`src/hdl/lrupr_pkg.sv`:
```
// shared constants for the lru page replacement block
`timescale 1ns / 1ps

package lrupr_pkg;

  localparam int NUM_FRAMES_DEF = 8;
  localparam int PAGE_BITS_DEF  = 16;
  localparam int PAGE_IN_W      = 16;
  localparam int CFG_W          = 4;
  localparam int FAULT_W        = 32;

endpackage

```
`src/hdl/lru_page_replacement.sv`:
```
// lru page replacement over a fully associative set of page frames
`timescale 1ns / 1ps

// One page reference is taken per cycle. busy_o is always low. Each reference
// gives exactly one result. The reference is captured in the input register,
// and its result then goes to the result register: done_o is high for a
// single cycle per reference and the result ports hold until the next result.
// While in the input register, the frame compare, the oldest-frame search and
// the recency update all settle in one pass. The result register and the frame
// state are written at the same edge, so the next reference sees the updated frames.
// Results cannot be held off by the receiver.
module lru_page_replacement #(
  parameter int NUM_FRAMES = lrupr_pkg::NUM_FRAMES_DEF,
  parameter int PAGE_BITS  = lrupr_pkg::PAGE_BITS_DEF,
  parameter int FRAME_W    = (NUM_FRAMES > 1) ? $clog2(NUM_FRAMES) : 1
) (
  input  logic                                clk_i,
  input  logic                                rst_ni,
  input  logic                                cfg_we_i,
  input  logic [lrupr_pkg::CFG_W-1:0]         cfg_data_i,
  input  logic                                start_i,
  output logic                                busy_o,
  input  logic [lrupr_pkg::PAGE_IN_W-1:0]     page_number_i,
  input  logic                                restart_i,
  output logic                                done_o,
  output logic                                hit_o,
  output logic [FRAME_W-1:0]                  frame_index_o,
  output logic                                evicted_valid_o,
  output logic [lrupr_pkg::PAGE_IN_W-1:0]     evicted_page_o,
  output logic [lrupr_pkg::FAULT_W-1:0]       fault_count_o
);
  import lrupr_pkg::*;

  localparam int PW     = (PAGE_BITS < PAGE_IN_W) ? PAGE_BITS : PAGE_IN_W;
  localparam int RW     = FRAME_W;
  localparam int CNT_NW = $clog2(NUM_FRAMES + 1);
  localparam int CW     = (CNT_NW > CFG_W) ? CNT_NW : CFG_W;
  localparam logic [RW-1:0]      RANK_MAX  = RW'(NUM_FRAMES - 1);
  localparam logic [FAULT_W-1:0] FAULT_MAX = '1;

  logic                  in_valid_q;
  logic [PW-1:0]         page_q;
  logic                  restart_q;
  logic [CW-1:0]         frames_q;

  logic [PW-1:0]         frame_page_q [NUM_FRAMES];
  logic [NUM_FRAMES-1:0] valid_q, valid_d, valid_eff;
  logic [RW-1:0]         rank_q [NUM_FRAMES];
  logic [RW-1:0]         rank_d [NUM_FRAMES];
  logic [RW-1:0]         rank_eff [NUM_FRAMES];
  logic [FAULT_W-1:0]    faults_q, faults_d, faults_eff;

  logic [NUM_FRAMES-1:0] act, match, free, cand;
  logic                  hit_any, free_any;
  logic [FRAME_W-1:0]    hit_idx, free_idx, vic_idx, tgt;
  logic [RW-1:0]         rank_hit;
  logic [PW-1:0]         evict_page;

  logic                  done_q, hit_q, ev_q;
  logic [FRAME_W-1:0]    idx_q;
  logic [PAGE_IN_W-1:0]  evp_q;
  logic [FAULT_W-1:0]    cnt_q;

  assign busy_o = 1'b0;

  // active frames, restart applied, match and free search
  always_comb begin
    valid_eff  = restart_q ? '0 : valid_q;
    faults_eff = restart_q ? '0 : faults_q;
    for (int i = 0; i < NUM_FRAMES; i++) begin
      act[i]      = (i == 0) || (i < int'(frames_q));
      rank_eff[i] = restart_q ? '0 : rank_q[i];
      match[i]    = act[i] && valid_eff[i] && (frame_page_q[i] == page_q);
      free[i]     = act[i] && !valid_eff[i];
    end
  end

  // oldest active frame, lowest index on equal rank
  always_comb begin
    for (int i = 0; i < NUM_FRAMES; i++) begin
      cand[i] = act[i];
      for (int j = 0; j < NUM_FRAMES; j++) begin
        if (j != i && act[j]) begin
          if (j < i) begin
            cand[i] = cand[i] && (rank_eff[i] > rank_eff[j]);
          end else begin
            cand[i] = cand[i] && (rank_eff[i] >= rank_eff[j]);
          end
        end
      end
    end
  end

  always_comb begin
    hit_any  = 1'b0;
    free_any = 1'b0;
    hit_idx  = '0;
    free_idx = '0;
    vic_idx  = '0;
    for (int i = NUM_FRAMES - 1; i >= 0; i--) begin
      if (match[i]) begin
        hit_any = 1'b1;
        hit_idx = FRAME_W'(i);
      end
      if (free[i]) begin
        free_any = 1'b1;
        free_idx = FRAME_W'(i);
      end
      if (cand[i]) begin
        vic_idx = FRAME_W'(i);
      end
    end
  end

  assign tgt        = hit_any ? hit_idx : (free_any ? free_idx : vic_idx);
  assign rank_hit   = rank_eff[hit_idx];
  assign evict_page = frame_page_q[vic_idx];

  // recency update and fault count
  always_comb begin
    valid_d = valid_eff;
    if (!hit_any) begin
      valid_d[tgt] = 1'b1;
    end
    for (int i = 0; i < NUM_FRAMES; i++) begin
      rank_d[i] = rank_eff[i];
      if (FRAME_W'(i) == tgt) begin
        rank_d[i] = '0;
      end else if (act[i] && valid_eff[i] && (!hit_any || rank_eff[i] < rank_hit)
                   && rank_eff[i] != RANK_MAX) begin
        rank_d[i] = rank_eff[i] + 1'b1;
      end
    end
    faults_d = faults_eff;
    if (!hit_any && faults_eff != FAULT_MAX) begin
      faults_d = faults_eff + 1'b1;
    end
  end

  always_ff @(posedge clk_i or negedge rst_ni) begin
    if (!rst_ni) begin
      in_valid_q <= 1'b0;
      frames_q   <= CW'(NUM_FRAMES);
      valid_q    <= '0;
      faults_q   <= '0;
      done_q     <= 1'b0;
      for (int i = 0; i < NUM_FRAMES; i++) begin
        rank_q[i] <= '0;
      end
    end else begin
      in_valid_q <= start_i;
      done_q     <= in_valid_q;
      if (cfg_we_i) begin
        frames_q <= CW'(cfg_data_i);
      end
      if (in_valid_q) begin
        valid_q  <= valid_d;
        faults_q <= faults_d;
        for (int i = 0; i < NUM_FRAMES; i++) begin
          rank_q[i] <= rank_d[i];
        end
      end
    end
  end

  always_ff @(posedge clk_i) begin
    if (start_i) begin
      page_q    <= page_number_i[PW-1:0];
      restart_q <= restart_i;
    end
    if (in_valid_q) begin
      if (!hit_any) begin
        frame_page_q[tgt] <= page_q;
      end
      hit_q <= hit_any;
      idx_q <= tgt;
      ev_q  <= !hit_any && !free_any;
      evp_q <= (!hit_any && !free_any) ? PAGE_IN_W'(evict_page) : '0;
      cnt_q <= faults_d;
    end
  end

  assign done_o          = done_q;
  assign hit_o           = hit_q;
  assign frame_index_o   = idx_q;
  assign evicted_valid_o = ev_q;
  assign evicted_page_o  = evp_q;
  assign fault_count_o   = cnt_q;

endmodule
```
`config.mk`:
```
export PLATFORM = sky130hd
export DESIGN_NAME = lru_page_replacement
export DESIGN_NICKNAME = d
export VERILOG_FILES = /design/src/hdl/lrupr_pkg.sv /design/src/hdl/lru_page_replacement.sv
export SDC_FILE = /design/constraint.sdc
export NUM_CORES = 1
export LEC_CHECK = 0
export ABC_AREA = 1
export BUFFER_PORTS_ARGS = -buffer_cell sky130_fd_sc_hd__buf_2
export CAP_MARGIN = 20
export CORE_MARGIN = 4
export CORE_UTILIZATION = 57
export CTS_CLUSTER_SIZE = 28
export DETAILED_ROUTE_END_ITERATION = 12
export PLACE_DENSITY = 0.82
export SYNTH_ARGS = -nofsm -noshare
export SYNTH_HDL_FRONTEND = slang
export SYNTH_SLANG_ARGS = --single-unit
```
`constraint.sdc`:
```
create_clock -name clk_i -period 4 [get_ports clk_i]
set_input_delay 0.2 -clock clk_i [delete_from_list [all_inputs] [get_ports clk_i]]
set_output_delay 0.2 -clock clk_i [all_outputs]
set_load 0.03 [all_outputs]
```
; ---- After elaboration in Yosys (flattened, before gate mapping)
; Memories as Yosys holds them, arrays and structs flattened. A register that Yosys moved wholly into a read port is not among the register bits.
; Index checks and enable logic that the tools add are counted.
[word_totals]
latchBits = 0
inputBits = 25
elab_cells = 371
reg_bits = 124
mem_count = 1
out_inout_bits = 55
ram_bits = 128
mem_bits_ro = 0
[mem_list]
columns = name, depth, width, rd, rd_clocked_by_memory_dff, wr, line_no
row1 = frame_page_q, 8, 16, 9, 1, 1, lru_page_replacement.sv:46  ; logic [PW-1:0] frame_page_q [NUM_FRAMES];
[op_classes]
n_reduce_logical = 115
eq_ne = 24
n_lt_le_gt_ge = 74
n_addsub = 9
mul = 0
shift = 0
n_bitwise = 2
n_div = 0
muxes = 127
[op_table]
columns = operator, n
row1 = 2-to-1 mux 3 bit, 52
row2 = equality test 16 bit, 8
row3 = logical AND 1 bit, 96
row4 = greater-or-equal comparator 3 bit, 28
row5 = greater-than comparator 3 bit, 28
row6 = 2-to-1 mux 1 bit, 69
row7 = 2-to-1 mux 32 bit, 2
row8 = "adder 32 x 1 -> 32 bit, second input constant", 1
row9 = "inequality test 32 bit, second input constant", 1
row10 = "adder 3 x 1 -> 3 bit, second input constant", 8
row11 = less-than comparator 3 bit, 8
row12 = "inequality test 3 bit, second input constant", 8
row13 = "less-than comparator 3 x 4 -> 1 bit, first input constant", 4
row14 = 2-to-1 mux 8 bit, 2
row15 = "equality test 3 bit, first input constant", 4
row16 = logical NOT 1 bit, 10
row17 = binary-select mux 3 bit (select 3 bit), 1
row18 = logical OR 1 bit, 8
row19 = "less-than comparator 2 x 4 -> 1 bit, first input constant", 2
row20 = bitwise OR 8 bit, 1
row21 = "equality test 2 x 3 -> 1 bit, first input constant", 2
row22 = "greater-or-equal comparator 4 bit, second input constant", 1
row23 = "less-than comparator 1 x 4 -> 1 bit, first input constant", 1
row24 = "less-than comparator 3 x 4 -> 1 bit, second input constant", 1
row25 = other kinds (5), 5

; ---- Logic depth before layout (Yosys ltp)
; Gate-level depths: netlist of run 1.
[logic_depth]
word_depth = 31
depth_mapped = 31

; ---- Worst setup path before layout of run 1
; OpenSTA, ideal clock, no wires.
[synth_path]
kind = reg2reg
startpoint = register restart_q
endpoint = memory frame_page_q[7][0] in the netlist's numbering, enable pin
path_stages_with_launch = 23
path_slack_ns = -0.078
setup_time_ns = 0.388
arrival_time_ns = 3.689
n_path_buf = 2
cell_sequence = edfxtp_1 buf_6 buf_6 nor2_2 inv_1 ha_1 nand2_1 or2_2 a32oi_1 nand2_1 nor3_1 o21ai_1 a21oi_1 o21ai_1 nand2_1 nor2_4 nand2_1 nand2_1 nand2_2 nand2_1 nor2_1 inv_1 nor2_1
[synth_between]
elab_chain_cells = 25
elab_cells_between_ends = 243
cone_classes = order compare (56) / mux (103) / reduce/logical (84)
[synth_rtl]
columns = item, line_no
row1 = start: declaration, lru_page_replacement.sv:43  ; logic restart_q;
row2 = start signal: assignment, lru_page_replacement.sv:169  ; restart_q <= restart_i;
row3 = 2-to-1 mux 3 bit, lru_page_replacement.sv:72  ; rank_eff[i] = restart_q ? '0 : rank_q[i];
row4 = greater-than comparator 3 bit, lru_page_replacement.sv:85  ; cand[i] = cand[i] && (rank_eff[i] > rank_eff[j]);
row5 = logical AND 1 bit (2 in series), lru_page_replacement.sv:85
row6 = 2-to-1 mux 1 bit, lru_page_replacement.sv:83  ; if (j != i && act[j]) begin
row7 = logical AND 1 bit, lru_page_replacement.sv:85
row8 = 2-to-1 mux 1 bit, lru_page_replacement.sv:83
row9 = logical AND 1 bit, lru_page_replacement.sv:85
row10 = 2-to-1 mux 1 bit, lru_page_replacement.sv:83
row11 = [2 not listed], n/a
row12 = logical AND 1 bit, lru_page_replacement.sv:85
row13 = 2-to-1 mux 1 bit, lru_page_replacement.sv:83
row14 = logical AND 1 bit, lru_page_replacement.sv:85
row15 = 2-to-1 mux 1 bit, lru_page_replacement.sv:83
row16 = 2-to-1 mux 3 bit (8 in series), lru_page_replacement.sv:109  ; if (cand[i]) begin
row17 = 2-to-1 mux 3 bit, lru_page_replacement.sv:115  ; assign tgt = hit_any ? hit_idx : (free_any ? free_idx : vic_idx);
row18 = 2-to-1 mux 3 bit *, lru_page_replacement.sv:115
row19 = named net tgt[1], lru_page_replacement.sv:55  ; logic [FRAME_W-1:0] hit_idx, free_idx, vic_idx, tgt;
row20 = end: declaration, lru_page_replacement.sv:46
; Mark *: on every way through the listed nets, which the timed path passes. The rest lies on a longest branch.

; ---- Final worst setup path of run 1
[layout_path]
startpoint = register restart_q
endpoint = register evp_q[10], in the netlist evicted_page_o[10], read port of frame_page_q, data pin
[layout_between]
elab_chain_cells = 23
elab_cells_between_ends = 226
cone_classes = order compare (56) / mux (82) / reduce/logical (88)
[layout_rtl]
columns = item, line_no
row1 = 2-to-1 mux 3 bit, lru_page_replacement.sv:72
row2 = greater-than comparator 3 bit, lru_page_replacement.sv:85
row3 = logical AND 1 bit (2 in series), lru_page_replacement.sv:85
row4 = 2-to-1 mux 1 bit, lru_page_replacement.sv:83
row5 = logical AND 1 bit, lru_page_replacement.sv:85
row6 = 2-to-1 mux 1 bit, lru_page_replacement.sv:83
row7 = logical AND 1 bit, lru_page_replacement.sv:85
row8 = 2-to-1 mux 1 bit, lru_page_replacement.sv:83
row9 = logical AND 1 bit, lru_page_replacement.sv:85
row10 = 2-to-1 mux 1 bit, lru_page_replacement.sv:83
row11 = logical AND 1 bit, lru_page_replacement.sv:85
row12 = 2-to-1 mux 1 bit, lru_page_replacement.sv:83
row13 = logical AND 1 bit, lru_page_replacement.sv:85
row14 = 2-to-1 mux 1 bit, lru_page_replacement.sv:83
row15 = 2-to-1 mux 3 bit (8 in series), lru_page_replacement.sv:109
row16 = end: declaration, lru_page_replacement.sv:61  ; logic [PAGE_IN_W-1:0] evp_q;
; Parallel ways exist; a longest one is shown, timed or not.
; A chain may end at the register's enable or synchronous reset.

==> run_results.csv, run 1 <==
group,metric,value,unit
pwr,ir_worst_vdd,0.000394,V
die,chipHeight,183,µm
route,detail-route-antenna-nets,0,
sta,slew_violations,0,
placed_design,preCtsSetupSlack,0.00645,ns
worst_setup_path,end_kind,"register",
cells_and_area,area_growth,24.0,%
grt,grt_pass1_vias,17145,
synthesis,ys_ff_latch,268,
sta,fmaxAchievable,256,MHz
die,fp.dieArea,0.0334,mm²
run,cap_violations,0,
synthesis,synth_seq_area_share,44.2,%
die,io_pins,80,
run_status,status,"completed",
placed_design,dp.cells,2768,
synthesis,synth_cell_type_count,61,
synthesis,synth_top_area_cell,"edfxtp_1",
route,finalWirelength,68400,µm
cells_and_area,ff_latch_area,0.00770,mm²
cells_and_area,n_antenna_cell,0,
synthesis,synthMostInstantiatedCell,"nand2_1",
pwr,p_per_area,381,mW/mm²
cells_and_area,nFillCells,2214,
sta,setup_viol_count_final,0,
cts,clkLatencyLatePin,0.61,ns
worst_setup_path,ff2ff_setup_slack,0.10,ns
worst_setup_path,critPathLaunchType,"register",
synthesis,syn_nets,2237,
cts,clock_path_buffers,3,
grt,grt_max_degree,80,
worst_setup_path,startpoint,"restart_q$_DFFE_PP_",
grt,grt_use_total,39.5,%
grt,overflow,0,
worst_setup_path,timing.critical_path.to,"evicted_page_o[10]$_SDFFCE_PN0P_",
grt,antenna_found_initial,0,
die,core,0.0299,mm²
route,drc,0,
cts,cts_root_buf,"clkbuf_16",
synthesis,netlist_top_cells_count,"nand2_1, nor2_1, inv_1, edfxtp_1, o21ai_0",
sta,max-slew-margin-rel,32.5,%
sta,tightest_slew,1.01,ns
sta,fin_crit_sh,97.5,%
cells_and_area,multi_input_area,0.00856,mm²
synthesis,syn-instance-count,2141,
synthesis,yosys_warnings,0,
sta,setup_ws,0.101,ns
worst_setup_path,ff2ff_path_depth,20,
worst_setup_path,r2r-end,"evicted_page_o[10]$_SDFFCE_PN0P_",
worst_setup_path,worst_ep_required_time,4.36,ns
worst_setup_path,crit_type,"reg -> reg",
die,start_util,58.3,%
sta,fin_skew,0.0474,ns
route,drtIter0Drc,2083,
cts,numClockSinks,268,
worst_setup_path,reg2reg_from,"restart_q$_DFFE_PP_",
synthesis,async_flop_share,26.1,%
die,die_x,183,µm
worst_setup_path,cp_max_fo,39,
placed_design,place.port_buffers,78,
synthesis,synth_edf_count,198,
route,vias,17551,
placed_design,dp_hpwl,50000,µm
cells_and_area,drive_gt1_share,21.2,%
pwr,leakagePower,9.60,nW
sta,hold_viol,0,
synthesis,avgSynthCellArea,8.14,µm²
cts,htree_levels,1,
route,avgViaCountPerCell,6.08,
sta,period_needed,3.90,ns
grt,grt_pass1_wl,102000,µm
cells_and_area,layout.cells.non_filler,2886,
cts,cts_tree,"built",
route,first_pass_iters,6,
die,rows,63,
synthesis,synth-main-ff-cell,"edfxtp_1",
synthesis,synth_area_leaders,"edfxtp_1, nand2_1, dfrtp_1",
cells_and_area,nNetsFinal,2568,
synthesis,syn_area,0.0174,mm²
synthesis,synth_top_area_share,34.1,%
cts,clk_pin_slew_worst_paths,0.07,ns
sta,tns,0,ns
placed_design,gp_congestion,1.06,
worst_hold_path,hp-class,"in -> reg",
route,drt-wirelength-per-cell,23.7,µm
worst_setup_path,arrival,4.26,ns
cts,numCtsBuffers,30,
-- layout by cell type, fill, tap and decap left out, drive strengths merged, types with 6 or more instances in the layout --
master,instances
nand2,488
buf,331
nor2,302
inv,268
edfxtp,198
o21ai,167
nand3,114
xor2,73
a21oi,72
ha,71
dfrtp,69
nor3,42
clkbuf,39
xnor2,36
nand4,33
dlygate4sd3,29
nor4,27
o22ai,23
o211ai,22
and3,16
nand3b,14
clkinv,14
a31oi,7
nor3b,7
a32oi,6
-- logic make-up (layout without fill, tap and decap cells) --
group / after synthesis / count (layout) / share of synthesized area, %
and+or+nand+nor: 1051 / 1051 / 27.2
adders and majority gates: 71 / 71 / 5.10
AOI/OAI and AO/OA: 310 / 310 / 9.97
buffers and inverters: 330 / 685 / 7.91
other: 1 / 1 / 0.0215
muxes: 1 / 1 / 0.0646
DFF: 268 / 268 / 44.2
xor gates and xnor gates: 109 / 109 / 5.56
-- critical path, cell delays in order, from the launching register on --
cell,delay (ns)
edfxtp_1,0.44
buf_12,0.18
nor2_1,0.14
buf_4,0.16
buf_4,0.16
ha_4,0.21
nand2_1,0.06
nor2_1,0.04
nor2_1,0.13
a32oi_2,0.08
buf_4,0.15
buf_4,0.12
a221oi_1,0.30
buf_4,0.17
o211ai_1,0.14
nand2_2,0.14
buf_4,0.38
a21oi_1,0.19
o21ai_0,0.17
o211ai_1,0.12
and3_1,0.18
-- sequential cells by signal (all words and copies together) (netlist names) --
register	cells
frame_page_q	128
fault_count_o	32
page_q	16
faults_q	32
evicted_page_o	16
restart_q	1
evicted_valid_o	1
hit_o	1
done_o	1
in_valid_q	1
rank_q	24
frames_q	4
frame_index_o	3
valid_q	8
-- timing repair --
| item | 4_1_cts | 5_1_grt |
|---|---|---|
| resized for setup | 0 | 54 |
| endpoints found under the hold margin | 90 | 0 |
| endpoints found under the setup margin | 0 | 170 |
| hold buffers | 29 | 0 |
| buffers inserted | 0 | 31 |
-- through the flow --
stage / instance area, µm² / hold slack, ns / util, % / power (mW)
after floorplan: 17400 / -0.0956 / - / 4.37
after global placement: 19800 / 0.376 / 66.2 / 5.19
after detailed placement: 19800 / 0.378 / 66.2 / 5.24
after CTS: 21100 / 0.0503 / 70.6 / 8.03
after global routing: 21600 / 0.0606 / 72.3 / 8.48
final: 21600 / 0.0704 / 72.3 / 8.23
-- layer usage --
| metal | wire [µm] | part of all wire [%] | track usage, % |
|---|---|---|---|
| met1 | 24600 | 36 | 49.6 |
| met5 | 0 | 0 | 0 |
| met2 | 31400 | 46 | 64.8 |
| met4 | 5250 | 7.7 | 23.8 |
| met3 | 7150 | 10 | 6.33 |
-- worst min-delay path by stage --
stage                     start                   end  slack, ns  depth (start not counted)
3_5_place_dp   page_number_i[0]   page_q[0]$_DFFE_PP_       0.38                          1
2_1_floorplan            rst_ni      done_o$_DFF_PN0_       -0.1                          0
4_1_cts                 start_i  in_valid_q$_DFF_PN0_       0.05                          1
6_report                start_i  in_valid_q$_DFF_PN0_       0.07                          1
5_1_grt                 start_i  in_valid_q$_DFF_PN0_       0.06                          1
3_3_place_gp   page_number_i[7]   page_q[7]$_DFFE_PP_       0.38                          1
-- layout make-up --
class                           instances  area share [%]
Multi-Input combinational cell       1543            39.6
Sequential cell                       268            35.6
Timing Repair Buffer                  361            13.1
Inverter                              268            4.71
Clock buffer                           38            3.85
Tap cell                              390            2.26
Clock inverter                         18           0.782
-- power breakdown --
group / internal, mW / switching (mW) / leakage (nW)
combinational: 0.754 / 1.41 / 6.30
sequential: 3.15 / 0.0943 / 2.80
clock: 1.55 / 1.28 / 0.493
total: 5.45 / 2.78 / 9.60
Power figures use the tool's default switching activity.
==> run 2, diff against run 1 <==
--- a/config.mk
+++ b/config.mk
@@ -6,13 +6,15 @@
 export NUM_CORES = 1
 export LEC_CHECK = 0
 export ABC_AREA = 1
-export BUFFER_PORTS_ARGS = -buffer_cell sky130_fd_sc_hd__buf_2
 export CAP_MARGIN = 20
 export CORE_MARGIN = 4
-export CORE_UTILIZATION = 57
+export CORE_UTILIZATION = 59
+export CTS_CLUSTER_DIAMETER = 200
 export CTS_CLUSTER_SIZE = 28
 export DETAILED_ROUTE_END_ITERATION = 12
+export DONT_BUFFER_PORTS = 1
 export PLACE_DENSITY = 0.82
+export SLEW_MARGIN = 25
 export SYNTH_ARGS = -nofsm -noshare
 export SYNTH_HDL_FRONTEND = slang
 export SYNTH_SLANG_ARGS = --single-unit
==> run 2 against run 1 <==
Compared with the run above: sequential share of layout area increased by 3.0 points; register-to-register slack worse by 0.06 ns; combinational power shrank 16%; critical path type unchanged; critical endpoint is now frame_page_q[7][1]$_DFFE_PP_; worst setup slack got worse by 0.056 ns; largest cell class unchanged; critical path depth rose by 3; non-clock buffer count is 170 lower; total power decreased by 19%; global-route usage shrank 2.5 points; fmax down 1.4%; clock skew barely moved.
==> run_results.csv, run 2 (synthesis results as in run 1) <==
group,metric,value,unit
route,first_pass_iters,6,
sta,rsz0062_at_grt,"true",
cells_and_area,nNetsFinal,2381,
die,start_util,60.2,%
pwr,ir_worst_vdd,0.000487,V
cells_and_area,layout_common_cells,"nand2_1, nor2_1, inv_1",
die,core,0.0289,mm²
route,detail-route-antenna-nets,0,
cts,clock_path_buffers,3,
route,drtIter0Drc,1900,
cts,clk_pin_slew_worst_paths,0.12,ns
pwr,p_clk_share,23.3,%
cells_and_area,largest-register,"frame_page_q",
cells_and_area,nFillCells,2312,
route,avgViaCountPerCell,6.09,
cts,cts_tree,"built",
cells_and_area,layout.cells.non_filler,2677,
sta,tightest_slew,0.905,ns
grt,grt_pass1_wl,93000,µm
route,vias,16312,
grt,grt_max_degree,73,
sta,fin_skew,0.0474,ns
placed_design,dp.cells,2591,
worst_setup_path,ff2ff_path_depth,23,
die,chipHeight,180,µm
route,drt-wirelength-per-cell,23.7,µm
die,io_pins,80,
placed_design,dp_hpwl,46400,µm
run,cap_violations,0,
cells_and_area,layout_commonest_cell,"nand2_1",
cts,cts_root_buf,"clkbuf_16",
grt,grt_use_total,37.0,%
run_status,status,"completed",
sta,fmaxAchievable,253,MHz
pwr,p_per_area,335,mW/mm²
worst_setup_path,cp_max_fo,14,
cells_and_area,postLayoutCellArea,0.0199,mm²
die,fp.dieArea,0.0323,mm²
worst_setup_path,arrival,4.19,ns
die,die_x,180,µm
worst_setup_path,worst_ep_required_time,4.24,ns
worst_setup_path,end_kind,"register",
sta,fin_crit_sh,98.9,%
cells_and_area,largest_reg_flops,128,
route,finalWirelength,63300,µm
sta,hold_viol,0,
pwr,pwr-share-comb,27.1,%
worst_setup_path,crit_type,"reg -> reg",
sta,slew_violations,0,
worst_setup_path,critPathLaunchType,"register",
sta,fin_hold_ws,0.250,ns
cts,htree_levels,1,
sta,max-slew-margin-rel,39.6,%
cells_and_area,drive_gt1_share,14.4,%
pwr,total_power,6.67,mW
cts,numClockSinks,268,
pwr,cell_internal_pwr,4.37,mW
grt,antenna_found_initial,1,
pwr,leakagePower,8.57,nW
placed_design,gp_congestion,1.03,
pwr,switchingPower,2.30,mW
sta,period_needed,3.95,ns
grt,overflow,0,
worst_hold_path,hp-class,"in -> async",
pwr,seq_power_share,49.6,%
cts,clkLatencyLatePin,0.53,ns
cells_and_area,area_growth,14.3,%
pwr,switching_share,34.5,%
route,drc,0,
grt,grt_pass1_vias,15573,
sta,setup_viol_count_final,0,
die,rows,62,
placed_design,place_area,0.0187,mm²
cts,numCtsBuffers,13,
placed_design,place.port_buffers,0,
[run 2: what timing repair did]
item	4_1_cts	5_1_grt
setup endpoints to repair	0	172
hold buffers	26	0
buffers inserted	0	33
endpoints found under the hold margin	109	0
gates resized for setup	0	64
[run 2: critical path, cell delays in order (launching register included)]
cell and delay [ns]:
edfxtp_1 0.45, buf_12 0.19, buf_4 0.15, nor2_4 0.10, inv_2 0.08, ha_1 0.33
nand2_1 0.06, or2_2 0.28, a32oi_2 0.22, nand2_1 0.10, nor3_2 0.17, o21ai_1 0.10
a21oi_1 0.12, o21ai_1 0.09, nand2_1 0.12, nor2_4 0.06, nand2_1 0.09, nand2_1 0.07
nand2_2 0.10, nand2_1 0.10, nor2_2 0.14, inv_1 0.09, nor2_4 0.20, clkbuf_16 0.22
[run 2: power groups by stage]
stage	Sequential (mW)	Clock (mW)	Combinational [mW]
after detailed placement	3.37	0	1.60
after global placement	3.37	0	1.55
after CTS	3.31	1.55	1.65
final	3.31	1.55	1.81
after floorplan	3.34	0	1.04
after global routing	3.32	1.67	1.93
[run 2: stage by stage]
stage | TNS [ns] | util, % | setup WS, ns
2_1_floorplan | 0 | - | 0.0183
6_report | 0 | 68.8 | 0.0450
5_1_grt | -2.72 | 68.8 | -0.0918
3_3_place_gp | 0 | 64.5 | 0.187
4_1_cts | 0 | 66.8 | 0.0558
3_5_place_dp | 0 | 64.5 | 0.112
[run 2: routing by layer]
| metal | track usage, % | routed length, µm |
|---|---|---|
| met5 | 0 | 0 |
| met4 | 20.8 | 4650 |
| met3 | 6.00 | 5420 |
| met2 | 62.2 | 29600 |
| met1 | 45.5 | 23600 |
[run 2: final timing paths]
path / startpoint / end / slack (ns)
max: restart_q$_DFFE_PP_ / frame_page_q[7][1]$_DFFE_PP_ / 0.05
min: rst_ni / faults_q[15]$_DFFE_PN0P_ / 0.25
max reg2reg: restart_q$_DFFE_PP_ / frame_page_q[7][1]$_DFFE_PP_ / 0.05
min reg2reg: faults_q[7]$_DFFE_PN0P_ / faults_q[7]$_DFFE_PN0P_ / 0.51
max in group asynchronous: rst_ni / frames_q[3]$_DFFE_PN1P_ / 3.42
min in group clk_i: page_number_i[5] / page_q[5]$_DFFE_PP_ / 0.31
[run 2: layout make-up]
cell class                 count  area, µm²  area share (%)
multi-input combinational   1543       8580            43.0
sequential                   268       7700            38.7
timing repair buffer         191       1770            8.89
inverter                     268       1010            5.09
tap                          384        480            2.41
clock buffer                  20        352            1.76
clock inverter                 2       25.0           0.126
antenna                        1       2.50          0.0126
==> run 3, diff against run 2 <==
--- a/config.mk
+++ b/config.mk
@@ -5,7 +5,6 @@
 export SDC_FILE = /design/constraint.sdc
 export NUM_CORES = 1
 export LEC_CHECK = 0
-export ABC_AREA = 1
 export CAP_MARGIN = 20
 export CORE_MARGIN = 4
 export CORE_UTILIZATION = 59
==> run 3 against run 2 <==
Compared with the run above: the flow now finishes with violations (setup timing); sequential share of layout area is 2.1 points lower; count of clock-buffer cells in the layout stayed put; combinational power is 4% lower; largest cell class unchanged.
==> run_results.csv, run 3 <==
group,metric,value,unit
sta,tightest_slew,0.727,ns
placed_design,place_area,0.0187,mm²
synthesis,syn_area,0.0164,mm²
pwr,seq_power_share,50.7,%
sta,max-slew-margin-rel,51.5,%
pwr,p_per_area,313,mW/mm²
sta,fin_skew,0.0317,ns
cts,numCtsBuffers,13,
worst_setup_path,worst_ep_required_time,4.41,ns
placed_design,place.port_buffers,0,
worst_setup_path,crit_top_cell,"nand2_1",
grt,antenna_found_initial,0,
cells_and_area,layout_commonest_cell,"buf_4",
synthesis,yosys_warnings,0,
grt,met3_usage,3.81,%
worst_setup_path,cp_max_fo,8,
grt,grt_max_degree,91,
synthesis,synth_area_leaders,"edfxtp_1, dfrtp_1, mux2i_1",
synthesis,synth_top_family_by_area,"simple AND/OR/NAND/NOR gates",
worst_setup_path,path_buf_inv,1,
pwr,p_clk_share,23.0,%
cells_and_area,largest_reg_flops,128,
worst_setup_path,path_delay_family,"simple AND/OR/NAND/NOR gates",
pwr,switching_share,30.4,%
synthesis,yosys.area_share.simple,14.8,%
cells_and_area,postLayoutCoreUtil,77.6,%
synthesis,synth_seq_area_share,46.9,%
route,drt-wirelength-per-cell,24.7,µm
placed_design,gp_congestion,1.01,
die,rows,60,
worst_setup_path,critPathSlowestCell,"or4_4",
cts,clk_pin_slew_worst_paths,0.14,ns
die,start_util,60.5,%
cells_and_area,layout.cells.non_filler,2139,
cts,cts_tree,"built",
placed_design,dp.cells,2021,
placed_design,preCtsSetupSlack,-0.244,ns
worst_setup_path,max_stage_delay,0.55,ns
worst_setup_path,crit_path_cell_trace,"xor2_2 > nor4_2 > nand2_1 > or4_4 > nand2_1 > and3_4 > o21a_4 > buf_12 > nor2_1 > a211oi_1 > a21oi_1 > a21oi_2 > ha_1 > o21a_1 > o21ai_1 > a31oi_1 > or3b_4 > o211ai_1 > o211ai_2",
worst_setup_path,r2r-end,"rank_q[22]$_DFFE_PN0P_",
cells_and_area,nNetsFinal,1856,
synthesis,synth_cell_type_count,98,
synthesis,synth_compound_area_share,10.4,%
sta,tns,-4.89,ns
worst_setup_path,ff2ff_setup_slack,-0.20,ns
sta,setup_viol_count_final,55,
synthesis,syn_nets,1582,
worst_setup_path,end_kind,"register",
pwr,leakagePower,8.23,nW
sta,fin_crit_sh,105,%
synthesis,ys_ff_latch,268,
pwr,switchingPower,2.01,mW
grt,met2_usage,54.2,%
synthesis,syn-instance-count,1486,
sta,period_needed,4.20,ns
sta,slew_violations,0,
worst_setup_path,reg2reg_from,"page_q[13]$_DFFE_PP_",
cts,clkLatencyLatePin,0.52,ns
synthesis,synth_fa_ha_area_share,5.83,%
cells_and_area,layout_common_cells,"buf_4, edfxtp_1, mux2i_1",
synthesis,synth_top_area_share,36.2,%
sta,fmaxAchievable,238,MHz
route,drc,0,
die,chipHeight,175,µm
run_status,violations,"setup timing",
grt,grt_pass1_wl,74900,µm
cells_and_area,largest-register,"frame_page_q",
grt,overflow,0,
route,drtIter0Drc,1620,
worst_hold_path,hp-class,"in -> async",
synthesis,synth_edf_count,198,
route,first_pass_iters,6,
sta,fin_hold_ws,0.276,ns
worst_setup_path,arrival,4.61,ns
worst_setup_path,ff2ff_path_depth,19,
worst_setup_path,crit_type,"reg -> reg",
die,fp.dieArea,0.0306,mm²
synthesis,synth.mux.area_fraction,9.53,%
synthesis,synth-xor-area-share,8.48,%
grt,grtUsageMet1,39.2,%
grt,grt_pass1_vias,13091,
pwr,ir_worst_vdd,0.000471,V
run_status,status,"complete, but fails checks",
cells_and_area,postLayoutCellArea,0.0211,mm²
synthesis,async_flop_share,26.1,%
route,vias,13542,
route,detail-route-antenna-nets,0,
route,avgViaCountPerCell,6.33,
synthesis,netlist_top_cells_count,"edfxtp_1, mux2i_1, nor2_1, xnor2_1, nand2_1",
placed_design,dp_hpwl,36500,µm
route,finalWirelength,52900,µm
cells_and_area,area_growth,28.3,%
sta,rsz0062_at_grt,"true",
cells_and_area,drive_gt1_share,31.0,%
synthesis,synth-main-ff-cell,"edfxtp_1",
worst_setup_path,critPathLaunchType,"register",
die,io_pins,80,
cts,numClockSinks,268,
die,core,0.0272,mm²
synthesis,synth_top_area_cell,"edfxtp_1",
cells_and_area,n_antenna_cell,0,
run,cap_violations,0,
pwr,total_power,6.60,mW
sta,setup_ws,-0.202,ns
pwr,cell_internal_pwr,4.60,mW
synthesis,avgSynthCellArea,11.1,µm²
cts,cts_root_buf,"clkbuf_16",
die,die_x,175,µm
cts,htree_levels,1,
pwr,pwr-share-comb,26.2,%
sta,hold_viol,0,
synthesis,synthMostInstantiatedCell,"edfxtp_1",
cts,clock_path_buffers,3,
grt,grt_use_total,31.6,%
grt,busiest_layer,"met2",
==> run 3: power groups by stage <==
stage	Combinational, mW	Clock, mW	Sequential, mW
floorplan	0.902	0	3.39
global placement	1.41	0	3.40
detailed placement	1.44	0	3.41
CTS	1.51	1.53	3.35
global route	1.82	1.64	3.37
finish	1.73	1.52	3.35
==> run 3: worst max-delay path by stage <==
stage	from	cells past startpoint	end
after floorplan	page_q[14]$_DFFE_PP_	19	rank_q[22]$_DFFE_PN0P_
after global placement	restart_q$_DFFE_PP_	15	frame_page_q[5][12]$_DFFE_PP_
after detailed placement	restart_q$_DFFE_PP_	15	frame_page_q[5][13]$_DFFE_PP_
after CTS	page_q[11]$_DFFE_PP_	17	rank_q[22]$_DFFE_PN0P_
after global routing	page_q[13]$_DFFE_PP_	18	rank_q[10]$_DFFE_PN0P_
final	page_q[13]$_DFFE_PP_	19	rank_q[22]$_DFFE_PN0P_
==> run 3: layout make-up <==
type | count | area [µm²]
clock buffer | 20 | 352
fill | 1715 | 6090
tap | 372 | 465
multi-input combinational | 1080 | 9140
sequential | 268 | 7700
timing repair buffer | 329 | 3130
inverter | 68 | 275
clock inverter | 2 | 25.0
==> run 3: repair_timing <==
action | CTS | global route
hold endpoints to repair | 109 | 0
pin swaps | 13 | 61
setup endpoints to repair | 176 | 176
resized for setup | 29 | 191
setup buffers | 3 | 56
hold buffers | 29 | 0
gates cloned | 0 | 9
==> run 3: routing by layer <==
metal | routed length, µm | vias up | share of wire (%)
met5 | 0 | - | 0
met4 | 3960 | 0 | 7.5
met3 | 4100 | 231 | 7.8
met2 | 25600 | 746 | 48
met1 | 19200 | 6532 | 36
li1 | - | 6033 | -
==> run 3: cells by family after synthesis <==
group / Yosys count
AND/OR/NAND/NOR: 451
flip-flops: 268
AO/OA/AOI/OAI: 238
XOR/XNOR: 159
multiplexers: 153
buffers and inverters: 138
adder cells (fa/ha/maj): 78
other: 1
